### src/id3_pkg.sv
package id3_pkg;

    localparam int QUEUE_DEPTH = 4;

    localparam int HDR_BYTES        = 10;
    localparam int SYNCSAFE_VERSION = 4;

    localparam logic [31:0] ID_TITLE  = 32'h5449_5432;
    localparam logic [31:0] ID_ARTIST = 32'h5450_4531;
    localparam logic [31:0] ID_ALBUM  = 32'h5441_4C42;
    localparam logic [31:0] ID_TRACK  = 32'h5452_434B;

    localparam logic [2:0] KIND_TITLE  = 3'd0;
    localparam logic [2:0] KIND_ARTIST = 3'd1;
    localparam logic [2:0] KIND_ALBUM  = 3'd2;
    localparam logic [2:0] KIND_TRACK  = 3'd3;
    localparam logic [2:0] KIND_DONE   = 3'd4;
    localparam logic [2:0] KIND_NONE   = 3'd7;

    // one queued job: an optional text result, then an optional done result
    typedef struct packed {
        logic        has_text;
        logic        has_done;
        logic [1:0]  text_kind;
        logic [7:0]  text_byte;
        logic        last;
        logic [28:0] offset;
    } t_entry;

    function automatic logic [2:0] frame_kind(input logic [31:0] ident);
        logic [2:0] kind;
        kind = KIND_NONE;
        if (ident == ID_TITLE) kind = KIND_TITLE;
        else if (ident == ID_ARTIST) kind = KIND_ARTIST;
        else if (ident == ID_ALBUM) kind = KIND_ALBUM;
        else if (ident == ID_TRACK) kind = KIND_TRACK;
        return kind;
    endfunction

endpackage

### src/id3v2_text_frame_extractor.sv
// path: a result is held in the job queue, then in the output register driving m_axis
// throughput: one byte per cycle while the queue has room; output one result per cycle
// when m_axis is ready, so the byte that ends a text frame at the tag end needs two
// output transfers, absorbed by the job queue. reset: synchronous, active low; parser back
// to the header phase, queue and output register emptied
module id3v2_text_frame_extractor #(
    parameter int QUEUE_DEPTH = id3_pkg::QUEUE_DEPTH
) (
    input  logic        i_clk,
    input  logic        i_rst_n,
    input  logic        s_axis_tvalid,
    output logic        s_axis_tready,
    input  logic [7:0]  s_axis_tdata,   // [7:0] data_byte
    input  logic        s_axis_tuser,   // [0] start_of_file
    output logic        m_axis_tvalid,
    input  logic        m_axis_tready,
    output logic [39:0] m_axis_tdata,   // [7:0] text_byte, [36:8] audio_offset, [39:37] zero
    output logic [2:0]  m_axis_tuser,   // [2:0] item_kind
    output logic        m_axis_tlast    // last_in_field
);

    id3_pkg::t_entry push_entry, head_entry;
    logic            push, room, head_valid, pop;
    logic [7:0]      out_text;
    logic [28:0]     out_offset;

    id3_front u_front (
        .i_clk   (i_clk),
        .i_rst_n (i_rst_n),
        .i_valid (s_axis_tvalid),
        .i_data  (s_axis_tdata),
        .i_start (s_axis_tuser),
        .i_room  (room),
        .o_ready (s_axis_tready),
        .o_push  (push),
        .o_entry (push_entry)
    );

    id3_fifo #(
        .DEPTH (QUEUE_DEPTH)
    ) u_fifo (
        .i_clk   (i_clk),
        .i_rst_n (i_rst_n),
        .i_push  (push),
        .i_entry (push_entry),
        .o_room  (room),
        .o_valid (head_valid),
        .o_entry (head_entry),
        .i_pop   (pop)
    );

    id3_back u_back (
        .i_clk    (i_clk),
        .i_rst_n  (i_rst_n),
        .i_valid  (head_valid),
        .i_entry  (head_entry),
        .o_pop    (pop),
        .o_valid  (m_axis_tvalid),
        .i_ready  (m_axis_tready),
        .o_kind   (m_axis_tuser),
        .o_text   (out_text),
        .o_last   (m_axis_tlast),
        .o_offset (out_offset)
    );

    assign m_axis_tdata = {3'b000, out_offset, out_text};

endmodule

### src/id3_front.sv
module id3_front (
    input  logic                i_clk,
    input  logic                i_rst_n,
    input  logic                i_valid,
    input  logic [7:0]          i_data,
    input  logic                i_start,
    input  logic                i_room,
    output logic                o_ready,
    output logic                o_push,
    output id3_pkg::t_entry     o_entry
);

    localparam logic [2:0] PH_HEADER    = 3'd0;
    localparam logic [2:0] PH_FRAME_HDR = 3'd1;
    localparam logic [2:0] PH_ENCODING  = 3'd2;
    localparam logic [2:0] PH_BODY      = 3'd3;
    localparam logic [2:0] PH_DONE      = 3'd4;

    logic [2:0]  r_phase, n_phase;
    logic [3:0]  r_cnt, n_cnt;
    logic [28:0] r_tag, n_tag;
    logic [32:0] r_consumed, n_consumed;
    logic [32:0] r_sum, n_sum;
    logic        r_reached, n_reached;
    logic [31:0] r_ident, n_ident;
    logic [31:0] r_frame_len, n_frame_len;
    logic [31:0] r_rem, n_rem;
    logic        r_sync, n_sync;
    logic        r_sel_hit, n_sel_hit;
    logic [1:0]  r_sel_kind, n_sel_kind;

    logic        accept;
    logic [2:0]  phase_eff;
    logic [3:0]  cnt_eff;
    logic        bnd;
    logic        reached;
    logic [31:0] len_base;
    logic [2:0]  kind_lookup;

    assign o_ready     = i_room;
    assign accept      = i_valid & i_room;
    assign kind_lookup = id3_pkg::frame_kind(r_ident);

    always_comb begin
        n_phase     = r_phase;
        n_cnt       = r_cnt;
        n_tag       = r_tag;
        n_consumed  = r_consumed;
        n_sum       = r_sum;
        n_reached   = r_reached;
        n_ident     = r_ident;
        n_frame_len = r_frame_len;
        n_rem       = r_rem;
        n_sync      = r_sync;
        n_sel_hit   = r_sel_hit;
        n_sel_kind  = r_sel_kind;
        o_push      = 1'b0;
        o_entry     = '0;
        bnd         = 1'b0;
        reached     = r_reached;
        len_base    = (r_cnt == 4'd4) ? 32'd0 : r_frame_len;
        // a start byte is always header byte 0
        phase_eff   = i_start ? PH_HEADER : r_phase;
        cnt_eff     = i_start ? 4'd0 : r_cnt;

        if (accept) begin
            n_phase = phase_eff;
            n_cnt   = cnt_eff;
            unique case (phase_eff)
                PH_HEADER: begin
                    if (cnt_eff == 4'd3)
                        n_sync = (i_data == 8'(id3_pkg::SYNCSAFE_VERSION));
                    if (cnt_eff == 4'd6)
                        n_tag = {22'd0, i_data[6:0]};
                    else if (cnt_eff > 4'd6)
                        n_tag = {r_tag[21:0], i_data[6:0]};
                    if (cnt_eff == 4'(id3_pkg::HDR_BYTES - 1)) begin
                        n_consumed = '0;
                        reached    = (n_tag == '0);
                        n_reached  = reached;
                        bnd        = 1'b1;
                    end else begin
                        n_cnt = cnt_eff + 4'd1;
                    end
                end
                PH_FRAME_HDR: begin
                    if (cnt_eff < 4'd4) begin
                        n_ident = {r_ident[23:0], i_data};
                    end else if (cnt_eff < 4'd8) begin
                        if (r_sync)
                            n_frame_len = {len_base[24:0], i_data[6:0]};
                        else
                            n_frame_len = {len_base[23:0], i_data};
                    end else if (cnt_eff == 4'd8) begin
                        // size is complete by now; sum ahead of the boundary byte
                        n_sum = r_consumed + {1'b0, r_frame_len}
                              + 33'(id3_pkg::HDR_BYTES);
                    end
                    if (cnt_eff == 4'(id3_pkg::HDR_BYTES - 1)) begin
                        n_consumed = r_sum;
                        reached    = (r_sum >= {4'd0, r_tag});
                        n_reached  = reached;
                        n_sel_hit  = (kind_lookup != id3_pkg::KIND_NONE);
                        n_sel_kind = kind_lookup[1:0];
                        if (r_frame_len == 32'd0)
                            bnd = 1'b1;
                        else
                            n_phase = PH_ENCODING;
                    end else begin
                        n_cnt = cnt_eff + 4'd1;
                    end
                end
                PH_ENCODING: begin
                    n_rem = r_frame_len - 32'd1;
                    if (r_frame_len == 32'd1)
                        bnd = 1'b1;
                    else
                        n_phase = PH_BODY;
                end
                PH_BODY: begin
                    if (r_sel_hit) begin
                        o_push            = 1'b1;
                        o_entry.has_text  = 1'b1;
                        o_entry.text_kind = r_sel_kind;
                        o_entry.text_byte = i_data;
                        o_entry.last      = (r_rem == 32'd1);
                    end
                    n_rem = r_rem - 32'd1;
                    if (r_rem == 32'd1)
                        bnd = 1'b1;
                end
                default: begin
                end
            endcase

            if (bnd) begin
                if (reached) begin
                    o_push           = 1'b1;
                    o_entry.has_done = 1'b1;
                    n_phase          = PH_DONE;
                end else begin
                    n_phase = PH_FRAME_HDR;
                    n_cnt   = 4'd0;
                end
            end
        end
        o_entry.offset = n_tag + 29'(id3_pkg::HDR_BYTES);
    end

    always_ff @(posedge i_clk) begin
        if (!i_rst_n) begin
            r_phase     <= PH_HEADER;
            r_cnt       <= '0;
            r_tag       <= '0;
            r_consumed  <= '0;
            r_sum       <= '0;
            r_reached   <= 1'b0;
            r_ident     <= '0;
            r_frame_len <= '0;
            r_rem       <= '0;
            r_sync      <= 1'b0;
            r_sel_hit   <= 1'b0;
            r_sel_kind  <= '0;
        end else begin
            r_phase     <= n_phase;
            r_cnt       <= n_cnt;
            r_tag       <= n_tag;
            r_consumed  <= n_consumed;
            r_sum       <= n_sum;
            r_reached   <= n_reached;
            r_ident     <= n_ident;
            r_frame_len <= n_frame_len;
            r_rem       <= n_rem;
            r_sync      <= n_sync;
            r_sel_hit   <= n_sel_hit;
            r_sel_kind  <= n_sel_kind;
        end
    end

endmodule

### src/id3_fifo.sv
module id3_fifo #(
    parameter int DEPTH = id3_pkg::QUEUE_DEPTH
) (
    input  logic            i_clk,
    input  logic            i_rst_n,
    input  logic            i_push,
    input  id3_pkg::t_entry i_entry,
    output logic            o_room,
    output logic            o_valid,
    output id3_pkg::t_entry o_entry,
    input  logic            i_pop
);

    localparam int PW = (DEPTH > 1) ? $clog2(DEPTH) : 1;
    localparam int CW = $clog2(DEPTH + 1);

    id3_pkg::t_entry r_mem [DEPTH];
    logic [PW-1:0]   r_wr, n_wr;
    logic [PW-1:0]   r_rd, n_rd;
    logic [CW-1:0]   r_count, n_count;
    logic            do_push, do_pop;

    assign o_room  = (r_count != CW'(DEPTH));
    assign o_valid = (r_count != '0);
    assign o_entry = r_mem[r_rd];
    assign do_push = i_push & o_room;
    assign do_pop  = i_pop & o_valid;

    always_comb begin
        n_wr    = r_wr;
        n_rd    = r_rd;
        n_count = r_count;
        if (do_push)
            n_wr = (r_wr == PW'(DEPTH - 1)) ? '0 : r_wr + 1'b1;
        if (do_pop)
            n_rd = (r_rd == PW'(DEPTH - 1)) ? '0 : r_rd + 1'b1;
        if (do_push && !do_pop)
            n_count = r_count + 1'b1;
        else if (!do_push && do_pop)
            n_count = r_count - 1'b1;
    end

    always_ff @(posedge i_clk) begin
        if (do_push) begin
            r_mem[r_wr] <= i_entry;
        end
    end

    always_ff @(posedge i_clk) begin
        if (!i_rst_n) begin
            r_wr    <= '0;
            r_rd    <= '0;
            r_count <= '0;
        end else begin
            r_wr    <= n_wr;
            r_rd    <= n_rd;
            r_count <= n_count;
        end
    end

endmodule

### src/id3_back.sv
module id3_back (
    input  logic            i_clk,
    input  logic            i_rst_n,
    input  logic            i_valid,
    input  id3_pkg::t_entry i_entry,
    output logic            o_pop,
    output logic            o_valid,
    input  logic            i_ready,
    output logic [2:0]      o_kind,
    output logic [7:0]      o_text,
    output logic            o_last,
    output logic [28:0]     o_offset
);

    logic        r_valid, n_valid;
    logic        r_second, n_second;
    logic [2:0]  r_kind, n_kind;
    logic [7:0]  r_text, n_text;
    logic        r_last, n_last;
    logic [28:0] r_offset, n_offset;
    logic        load;

    assign load     = !r_valid || i_ready;
    assign o_valid  = r_valid;
    assign o_kind   = r_kind;
    assign o_text   = r_text;
    assign o_last   = r_last;
    assign o_offset = r_offset;

    always_comb begin
        n_valid  = r_valid;
        n_second = r_second;
        n_kind   = r_kind;
        n_text   = r_text;
        n_last   = r_last;
        n_offset = r_offset;
        o_pop    = 1'b0;
        if (load) begin
            n_valid = i_valid;
            if (i_valid) begin
                if (i_entry.has_text && !r_second) begin
                    n_kind   = {1'b0, i_entry.text_kind};
                    n_text   = i_entry.text_byte;
                    n_last   = i_entry.last;
                    n_offset = '0;
                    // a done part behind the text keeps the entry for one more transfer
                    if (i_entry.has_done)
                        n_second = 1'b1;
                    else
                        o_pop = 1'b1;
                end else begin
                    n_kind   = id3_pkg::KIND_DONE;
                    n_text   = '0;
                    n_last   = 1'b0;
                    n_offset = i_entry.offset;
                    n_second = 1'b0;
                    o_pop    = 1'b1;
                end
            end
        end
    end

    always_ff @(posedge i_clk) begin
        if (!i_rst_n) begin
            r_valid  <= 1'b0;
            r_second <= 1'b0;
        end else begin
            r_valid  <= n_valid;
            r_second <= n_second;
        end
    end

    always_ff @(posedge i_clk) begin
        r_kind   <= n_kind;
        r_text   <= n_text;
        r_last   <= n_last;
        r_offset <= n_offset;
    end

endmodule

### config.mk
export PLATFORM = sky130hd
export DESIGN_NAME = id3v2_text_frame_extractor
export DESIGN_NICKNAME = d
export VERILOG_FILES = /design/src/id3_pkg.sv /design/src/id3v2_text_frame_extractor.sv /design/src/id3_front.sv /design/src/id3_fifo.sv /design/src/id3_back.sv
export SDC_FILE = /design/constraint.sdc
export NUM_CORES = 1
export LEC_CHECK = 0
export ABC_AREA = 1
export BUFFER_PORTS_ARGS = -buffer_cell sky130_fd_sc_hd__buf_2
export CAP_MARGIN = 20
export CORE_ASPECT_RATIO = 1.5
export CORE_MARGIN = 2
export CORE_UTILIZATION = 47
export CTS_CLUSTER_SIZE = 12
export DETAILED_ROUTE_END_ITERATION = 10
export GPL_ROUTABILITY_DRIVEN = 0
export SLEW_MARGIN = 0
export SYNTH_ARGS = -nofsm -noshare
export SYNTH_HDL_FRONTEND = slang
export SYNTH_SLANG_ARGS = --single-unit
### constraint.sdc
create_clock -name i_clk -period 5.9 [get_ports i_clk]
set_input_delay 1.18 -clock i_clk [delete_from_list [all_inputs] [get_ports i_clk]]
set_output_delay 1.18 -clock i_clk [all_outputs]
set_load 0.1 [all_outputs]
; ---- Word-level counts from Yosys, hierarchy flattened
; Memory sizes are Yosys's and may differ from the RTL's. A register that Yosys moved wholly into a read port is not among the register bits.
; Cells that the tools add are included.
[word_totals]
regBits = 253
ramBits = 168
in_bits = 13
output_inout_bits = 46
word_cells = 153
memories = 1
[op_classes]
add_sub_neg = 10
n_lt_le_gt_ge = 4
n_eq_ne = 22
mux = 64
n_bitwise = 5
reduce_logical = 25
[memory_table]
columns = memory, words, width, rd, rd_ports_with_merged_regs, write_ports, line
row1 = u_fifo.r_mem, 4, 42, 1, 1, 1, id3_fifo.sv:17  ; id3_pkg::t_entry r_mem [DEPTH];
[ops]
columns = operator, n
row1 = two-way mux 29 bit, 6
row2 = "== test 32 x 31 -> 1 bit, second input constant", 4
row3 = two-way mux 33 bit, 2
row4 = case mux 33 bit (2 select lines), 1
row5 = "== test 32 x 1 -> 1 bit, second input constant", 2
row6 = case mux 32 bit (2 select lines), 1
row7 = "subtractor 32 x 1 -> 32 bit, second input constant", 2
row8 = two-way mux 3 bit, 13
row9 = adder 33 x 32 -> 33 bit, 1
row10 = "adder 33 x 4 -> 33 bit, second input constant", 1
row11 = >= comparator 33 x 29 -> 1 bit, 1
row12 = zero test 32 bit, 1
row13 = two-way mux 32 bit, 1
row14 = "adder 29 x 4 -> 29 bit, second input constant", 1
row15 = zero test 29 bit, 1
row16 = two-way mux 25 bit, 1
row17 = two-way mux 1 bit, 24
row18 = two-way mux 11 bit, 2
row19 = two-way mux 4 bit, 5
row20 = two-way mux 13 bit, 1
row21 = AND reduction 3 bit, 4
row22 = "== test 4 x 3 -> 1 bit, second input constant", 2
row23 = "== test 4 bit, second input constant", 2
row24 = "== test 8 x 3 -> 1 bit, second input constant", 1
row25 = other kinds (30), 50

; ---- Logic depth before layout (Yosys ltp)
[depth]
ltp_word = 18
mapped_depth = 29
mapped_depth_nobuf = 27

; ---- By module
; From an unflattened synthesis, not the netlist that was laid out.
[unflattened]
cells_unflattened = 2755
hier_area_um2 = 22634.2
[modules_own_cells]
columns = mod, n_inst, cells_each, area_each_um2, seq_area_each_um2
row1 = id3_front, 1, 2134, 14147.3, 4063.9
row2 = id3_fifo, 1, 476, 6708.9, 5225.0
row3 = id3_back, 1, 141, 1751.7, 1271.2
row4 = id3v2_text_frame_extractor, 1, 4, 26.3, 0.0

; ---- Worst setup path before layout
; No wires, ideal clock.
[synth_timing]
path_kind = in2reg
startpoint = in s_axis_tuser
endpoint = mem u_fifo.r_mem[0][0] (netlist name) (enable)
setup_time_ns = 0.442
t_arrival_ns = 4.770
required_ns = 5.458
path_slack_ns = 0.689
path_stages = 18
n_path_buf = 2
path_cell_list = nor2_1 -> ha_1 -> inv_1 -> nor2_1 -> nand2_4 -> buf_6 -> buf_2 -> nand3_1 -> o21ai_0 -> nor2_1 -> nand3_1 -> nor2_1 -> nand2_1 -> nand2_1 -> nand3_1 -> o21ai_1 -> nand2_1 -> nor2_1
[synth_via]
elab_chain_cells = 16
word_cells_on_any_way = 29
cone_classes = order compare (1) / eq/ne (5) / mux (20) / bitwise (1) / reduce/logical (2)
[synth_rtl]
columns = element, line
row1 = start: declaration, id3v2_text_frame_extractor.sv:14  ; input logic s_axis_tuser,
row2 = two-way mux 4 bit, id3_front.sv:64  ; cnt_eff = i_start ? 4'd0 : r_cnt;
row3 = greater-than comparator 4 x 3 -> 1 bit, id3_front.sv:75  ; else if (cnt_eff > 4'd6)
row4 = two-way mux 29 bit, id3_front.sv:75
row5 = two-way mux 29 bit, id3_front.sv:73  ; if (cnt_eff == 4'd6)
row6 = two-way mux 29 bit, id3_front.sv:69  ; unique case (phase_eff)
row7 = two-way mux 29 bit, id3_front.sv:66  ; if (accept) begin
row8 = zero test 29 bit, id3_front.sv:79  ; reached = (n_tag == '0);
row9 = two-way mux 1 bit, id3_front.sv:77  ; if (cnt_eff == 4'(id3_pkg::HDR_BYTES - 1)) begin
row10 = case mux 1 bit (2 select lines), id3_front.sv:69
row11 = two-way mux 1 bit, id3_front.sv:66
row12 = two-way mux 1 bit, id3_front.sv:137  ; if (reached) begin
row13 = two-way mux 1 bit *, id3_front.sv:136  ; if (bnd) begin
row14 = two-way mux 1 bit *, id3_front.sv:66
row15 = AND 1 bit *, id3_fifo.sv:26  ; assign do_push = i_push & o_room;
row16 = two-way mux 1 bit *, id3_fifo.sv:44  ; if (do_push) begin
row17 = two-way mux 1 bit (not written as such) *, id3_fifo.sv:45  ; r_mem[r_wr] <= i_entry;
row18 = end: declaration, id3_fifo.sv:17
; Mark *: on every way between the ends. The rest lies on a longest branch, timed or not. The select of a mux whose other input is x is not followed.

; ---- Worst setup path after layout
[layout_timing]
startpoint = in s_axis_tuser
endpoint = reg u_fifo.r_count[2]
[layout_via]
elab_chain_cells = 17
word_cells_on_any_way = 32
cone_classes = order compare (1) / eq/ne (5) / mux (19) / bitwise (1) / reduce/logical (6)
[layout_rtl]
columns = element, line
row1 = two-way mux 4 bit, id3_front.sv:64
row2 = greater-than comparator 4 x 3 -> 1 bit, id3_front.sv:75
row3 = two-way mux 29 bit, id3_front.sv:75
row4 = two-way mux 29 bit, id3_front.sv:73
row5 = two-way mux 29 bit, id3_front.sv:69
row6 = two-way mux 29 bit, id3_front.sv:66
row7 = zero test 29 bit, id3_front.sv:79
row8 = two-way mux 1 bit, id3_front.sv:77
row9 = [2 not listed], --
row10 = two-way mux 1 bit, id3_front.sv:137
row11 = two-way mux 1 bit *, id3_front.sv:136
row12 = two-way mux 1 bit *, id3_front.sv:66
row13 = AND 1 bit *, id3_fifo.sv:26
row14 = net u_fifo.do_push, id3_fifo.sv:21  ; logic do_push, do_pop;
row15 = zero test 1 bit, id3_fifo.sv:39  ; else if (!do_push && do_pop)
row16 = logical AND 1 bit, id3_fifo.sv:39
row17 = nonzero test 2 bit (no line), --
row18 = end signal: assignment, id3_fifo.sv:57  ; r_count <= n_count;
row19 = end: declaration, id3_fifo.sv:20  ; logic [CW-1:0] r_count, n_count;
; The timed path passes the listed nets; every way through them passes the cells marked *. The select of a mux whose other input is x is not followed.
; A chain may end at the register's enable or synchronous reset.

==> results.toml <==
[placement]
place_ws_ns = 0.772
portBuffers = 55
dpl.hpwl_um = 42300

[timing]
max-slew-margin-rel_pct = 35.8
grt_setup_unrepaired = "false"
slew_violations = 0
fin_crit_sh_pct = 78.6
hold_viol = 0
skew_ns = 0.0296
worst_slack_ns = 1.26
clock.fmax_ghz = 0.216
fin_setup_tns_ns = 0
timing.final.crit_period_ns = 4.64
worstMarginPinSlew_ns = 0.963
finalSetupViolations = 0

[synthesis]
yosysSeqAreaShare_pct = 47.8
ys_top_cells_by_count = "nand2_1 (427), nor2_1 (370), inv_1 (306), o21ai_0 (248), dfxtp_1 (214)"
syn_inst = 2700
synth_top_area_share_pct = 28.4
ys_async_sr_fraction_pct = 0
synth_flop_cell = "dfxtp_1"
yosys_warnings = 0
synth.area.top_cells = "edfxtp_1 (28%), dfxtp_1 (19%), nand2_1 (7.3%)"
synth_edf_count = 209
synth_area_leader_cell = "edfxtp_1"
yosysMostFrequentCell = "nand2_1"
syn-cell-area_um2 = 22100
ys_ff_latch = 423
ys_types = 63
synth_area_per_cell_um2 = 8.19

[global_route]
grt_pass1_vias = 18100
grt_max_degree = 81
grt_pass1_wl_um = 94100
antenna_found_initial = 4
grt_util_all_layers_pct = 23.8
grt_overflow = 0

[detailed_routing]
via_per_inst = 5.49
drc_errors = 0
drt_iter0_drc = 1130
wirelength_met1_um = 23800
vias = 18300
drtAntennaViolNets = 0
wl_met3_um = 2240
wl_per_cell_um = 17.8
dr.pass1.iters = 6
dr_wl_met2_um = 31100
wirelength_um = 59400
maxUsedRoutingLayer = "met5"

[layout]
num-nets-final = 2835
nFillCells = 4474
multiInputGateArea_um2 = 9930
regArea_um2 = 10600
drive_gt1_share_pct = 6.88
area_growth_pct = 9.93

[worst_setup_path]
cp.arrival_ns = 5.09
worstSetupStartpointType = "input port"
reg2reg_to = "u_fifo.r_count[2]"
critical_path_class = "in2reg"
rr_startpoint = "u_front.r_cnt[1]"
cp_data_required_time_ns = 6.35
path_max_fanout = 46
r2r_slack_ns = 1.56
crit_path_end_kind = "flop"
reg2reg_depth = 26

[power]
p_leak_nw = 10.4
p_per_area_nw_per_um2 = 376
vdd_drop_max_mv = 0.249

[die]
start_util_pct = 47.4
die_y_um = 270
die_x_um = 181
pin_count = 59
core_um2 = 46600
row_count = 97
die_area_um2 = 48800

[clock_tree]
postCtsSetupBuffers = 0
cts.root.buffer_cell = "clkbuf_16"
clk_pin_slew_ns = 0.06
cts.sinks = 423
numCtsBuffers = 43
cts_buffer_depth = 3
h-tree-depth = 2
clk_latency_ns = 0.58
post_cts_resized = 0
hold_buffers = 0
cts_tree = "yes"

[hold_path]
min_to = "u_front.r_consumed[31]"
hp-class = "reg2reg"
min_from = "u_front.r_sum[31]"
worstHoldPathCells = 2

[job]
max_cap_violations = 0

[outcome]
status = "completed"
[registers in the layout, summed over array words and instances, names as in the netlist, 4 cells and up, named ones only]
| name | cells |
|---|---|
| u_front.r_ident | 32 |
| u_front.r_cnt | 4 |
| u_back.o_text | 8 |
| u_front.r_frame_len | 32 |
| u_front.r_tag | 29 |
| u_front.r_consumed | 33 |
| u_back.o_offset | 29 |
| u_front.r_rem | 32 |
| u_front.r_sum | 33 |
| u_fifo.r_mem | 168 |
[critical path, stage by stage]
cell,delay (ns)
buf_2,0.15
nor2_1,0.21
ha_1,0.18
inv_1,0.04
nor2_1,0.16
nand2_4,0.28
nand2_1,0.23
inv_1,0.09
nand2_1,0.06
o21ai_0,0.11
nor2_1,0.11
nand3_1,0.08
nor2_1,0.22
nand2_1,0.17
nand2_1,0.09
nand3_1,0.09
o21ai_1,0.12
nand2_1,0.27
inv_1,0.13
ha_1,0.15
inv_1,0.06
fa_1,0.38
a21oi_1,0.15
o21ai_0,0.12
o21ai_0,0.17
a21oi_1,0.06
[layer usage]
| metal | track usage, % | vias to the layer above |
|---|---|---|
| li1 | - | 9144 |
| met1 | 27.0 | 8639 |
| met2 | 45.0 | 410 |
| met3 | 2.96 | 146 |
| met4 | 9.50 | 6 |
| met5 | 0 | - |
[cell families (layout without fill, tap and decap cells)]
family / after synthesis / count (layout) / share of synthesized area (%)
AO/OA/AOI/OAI: 598 / 598 / 14.9
XOR/XNOR: 73 / 73 / 2.89
other: 1 / 4 / 0.0170
buffers and inverters: 428 / 473 / 7.57
multiplexers: 1 / 1 / 0.0453
flip-flops: 423 / 423 / 47.8
AND/OR/NAND/NOR: 1068 / 1068 / 20.6
adder cells (fa/ha/maj): 108 / 108 / 6.18
[power breakdown]
part	internal, W	switching, W	leakage (nW)	total [W]
Sequential	0.00349	0.000123	3.77	0.00362
Clock	0.00149	0.00115	0.652	0.00264
Combinational	0.000556	0.00231	5.99	0.00287
[worst max-delay path by stage]
stage                     slack, ns                  end    startpoint
after floorplan                0.69   u_fifo.r_mem[0][0]  s_axis_tuser
after global placement         0.89  u_fifo.r_mem[2][24]  s_axis_tuser
after detailed placement       0.77    u_fifo.r_count[2]  s_axis_tuser
after CTS                      1.37    u_fifo.r_count[2]  s_axis_tuser
after global routing           0.99    u_fifo.r_count[2]  s_axis_tuser
final                          1.26    u_fifo.r_count[2]  s_axis_tuser
[area by class of cell]
cell class                      count  area share (%)
Inverter                          314            4.87
Clock inverter                      8           0.407
Timing Repair Buffer               81            2.21
Clock buffer                       70            5.09
Tap cell                          594            3.06
Multi-Input combinational cell   1851            40.9
Antenna cell                        1          0.0103
Sequential cell                   423            43.5
[stage by stage]
stage	utilization [%]	instance area [µm²]	total power, W	hold slack, ns	cells
finish	52.1	24300	0.00913	0.460	3342
global route	52.1	24300	0.00957	0.478	3342
CTS	52.1	24300	0.00922	0.466	3340
detailed placement	49.2	22900	0.00656	0.458	3262
global placement	49.2	22900	0.00651	0.451	3261
floorplan	-	22100	0.00594	0.439	2702
[layout by cell type (no fill, tap or decap), types with 53 or more instances in the layout]
| master | Yosys | routed |
|---|---|---|
| a21oi_1 | 212 | 212 |
| buf_2 | 6 | 56 |
| dfxtp_1 | 214 | 213 |
| edfxtp_1 | 209 | 209 |
| ha_1 | 106 | 106 |
| inv_1 | 306 | 304 |
| nand2_1 | 427 | 426 |
| nand3_1 | 144 | 144 |
| nor2_1 | 370 | 363 |
| o21ai_0 | 248 | 248 |
| xor2_1 | 53 | 53 |
Power figures use the tool's default switching activity.
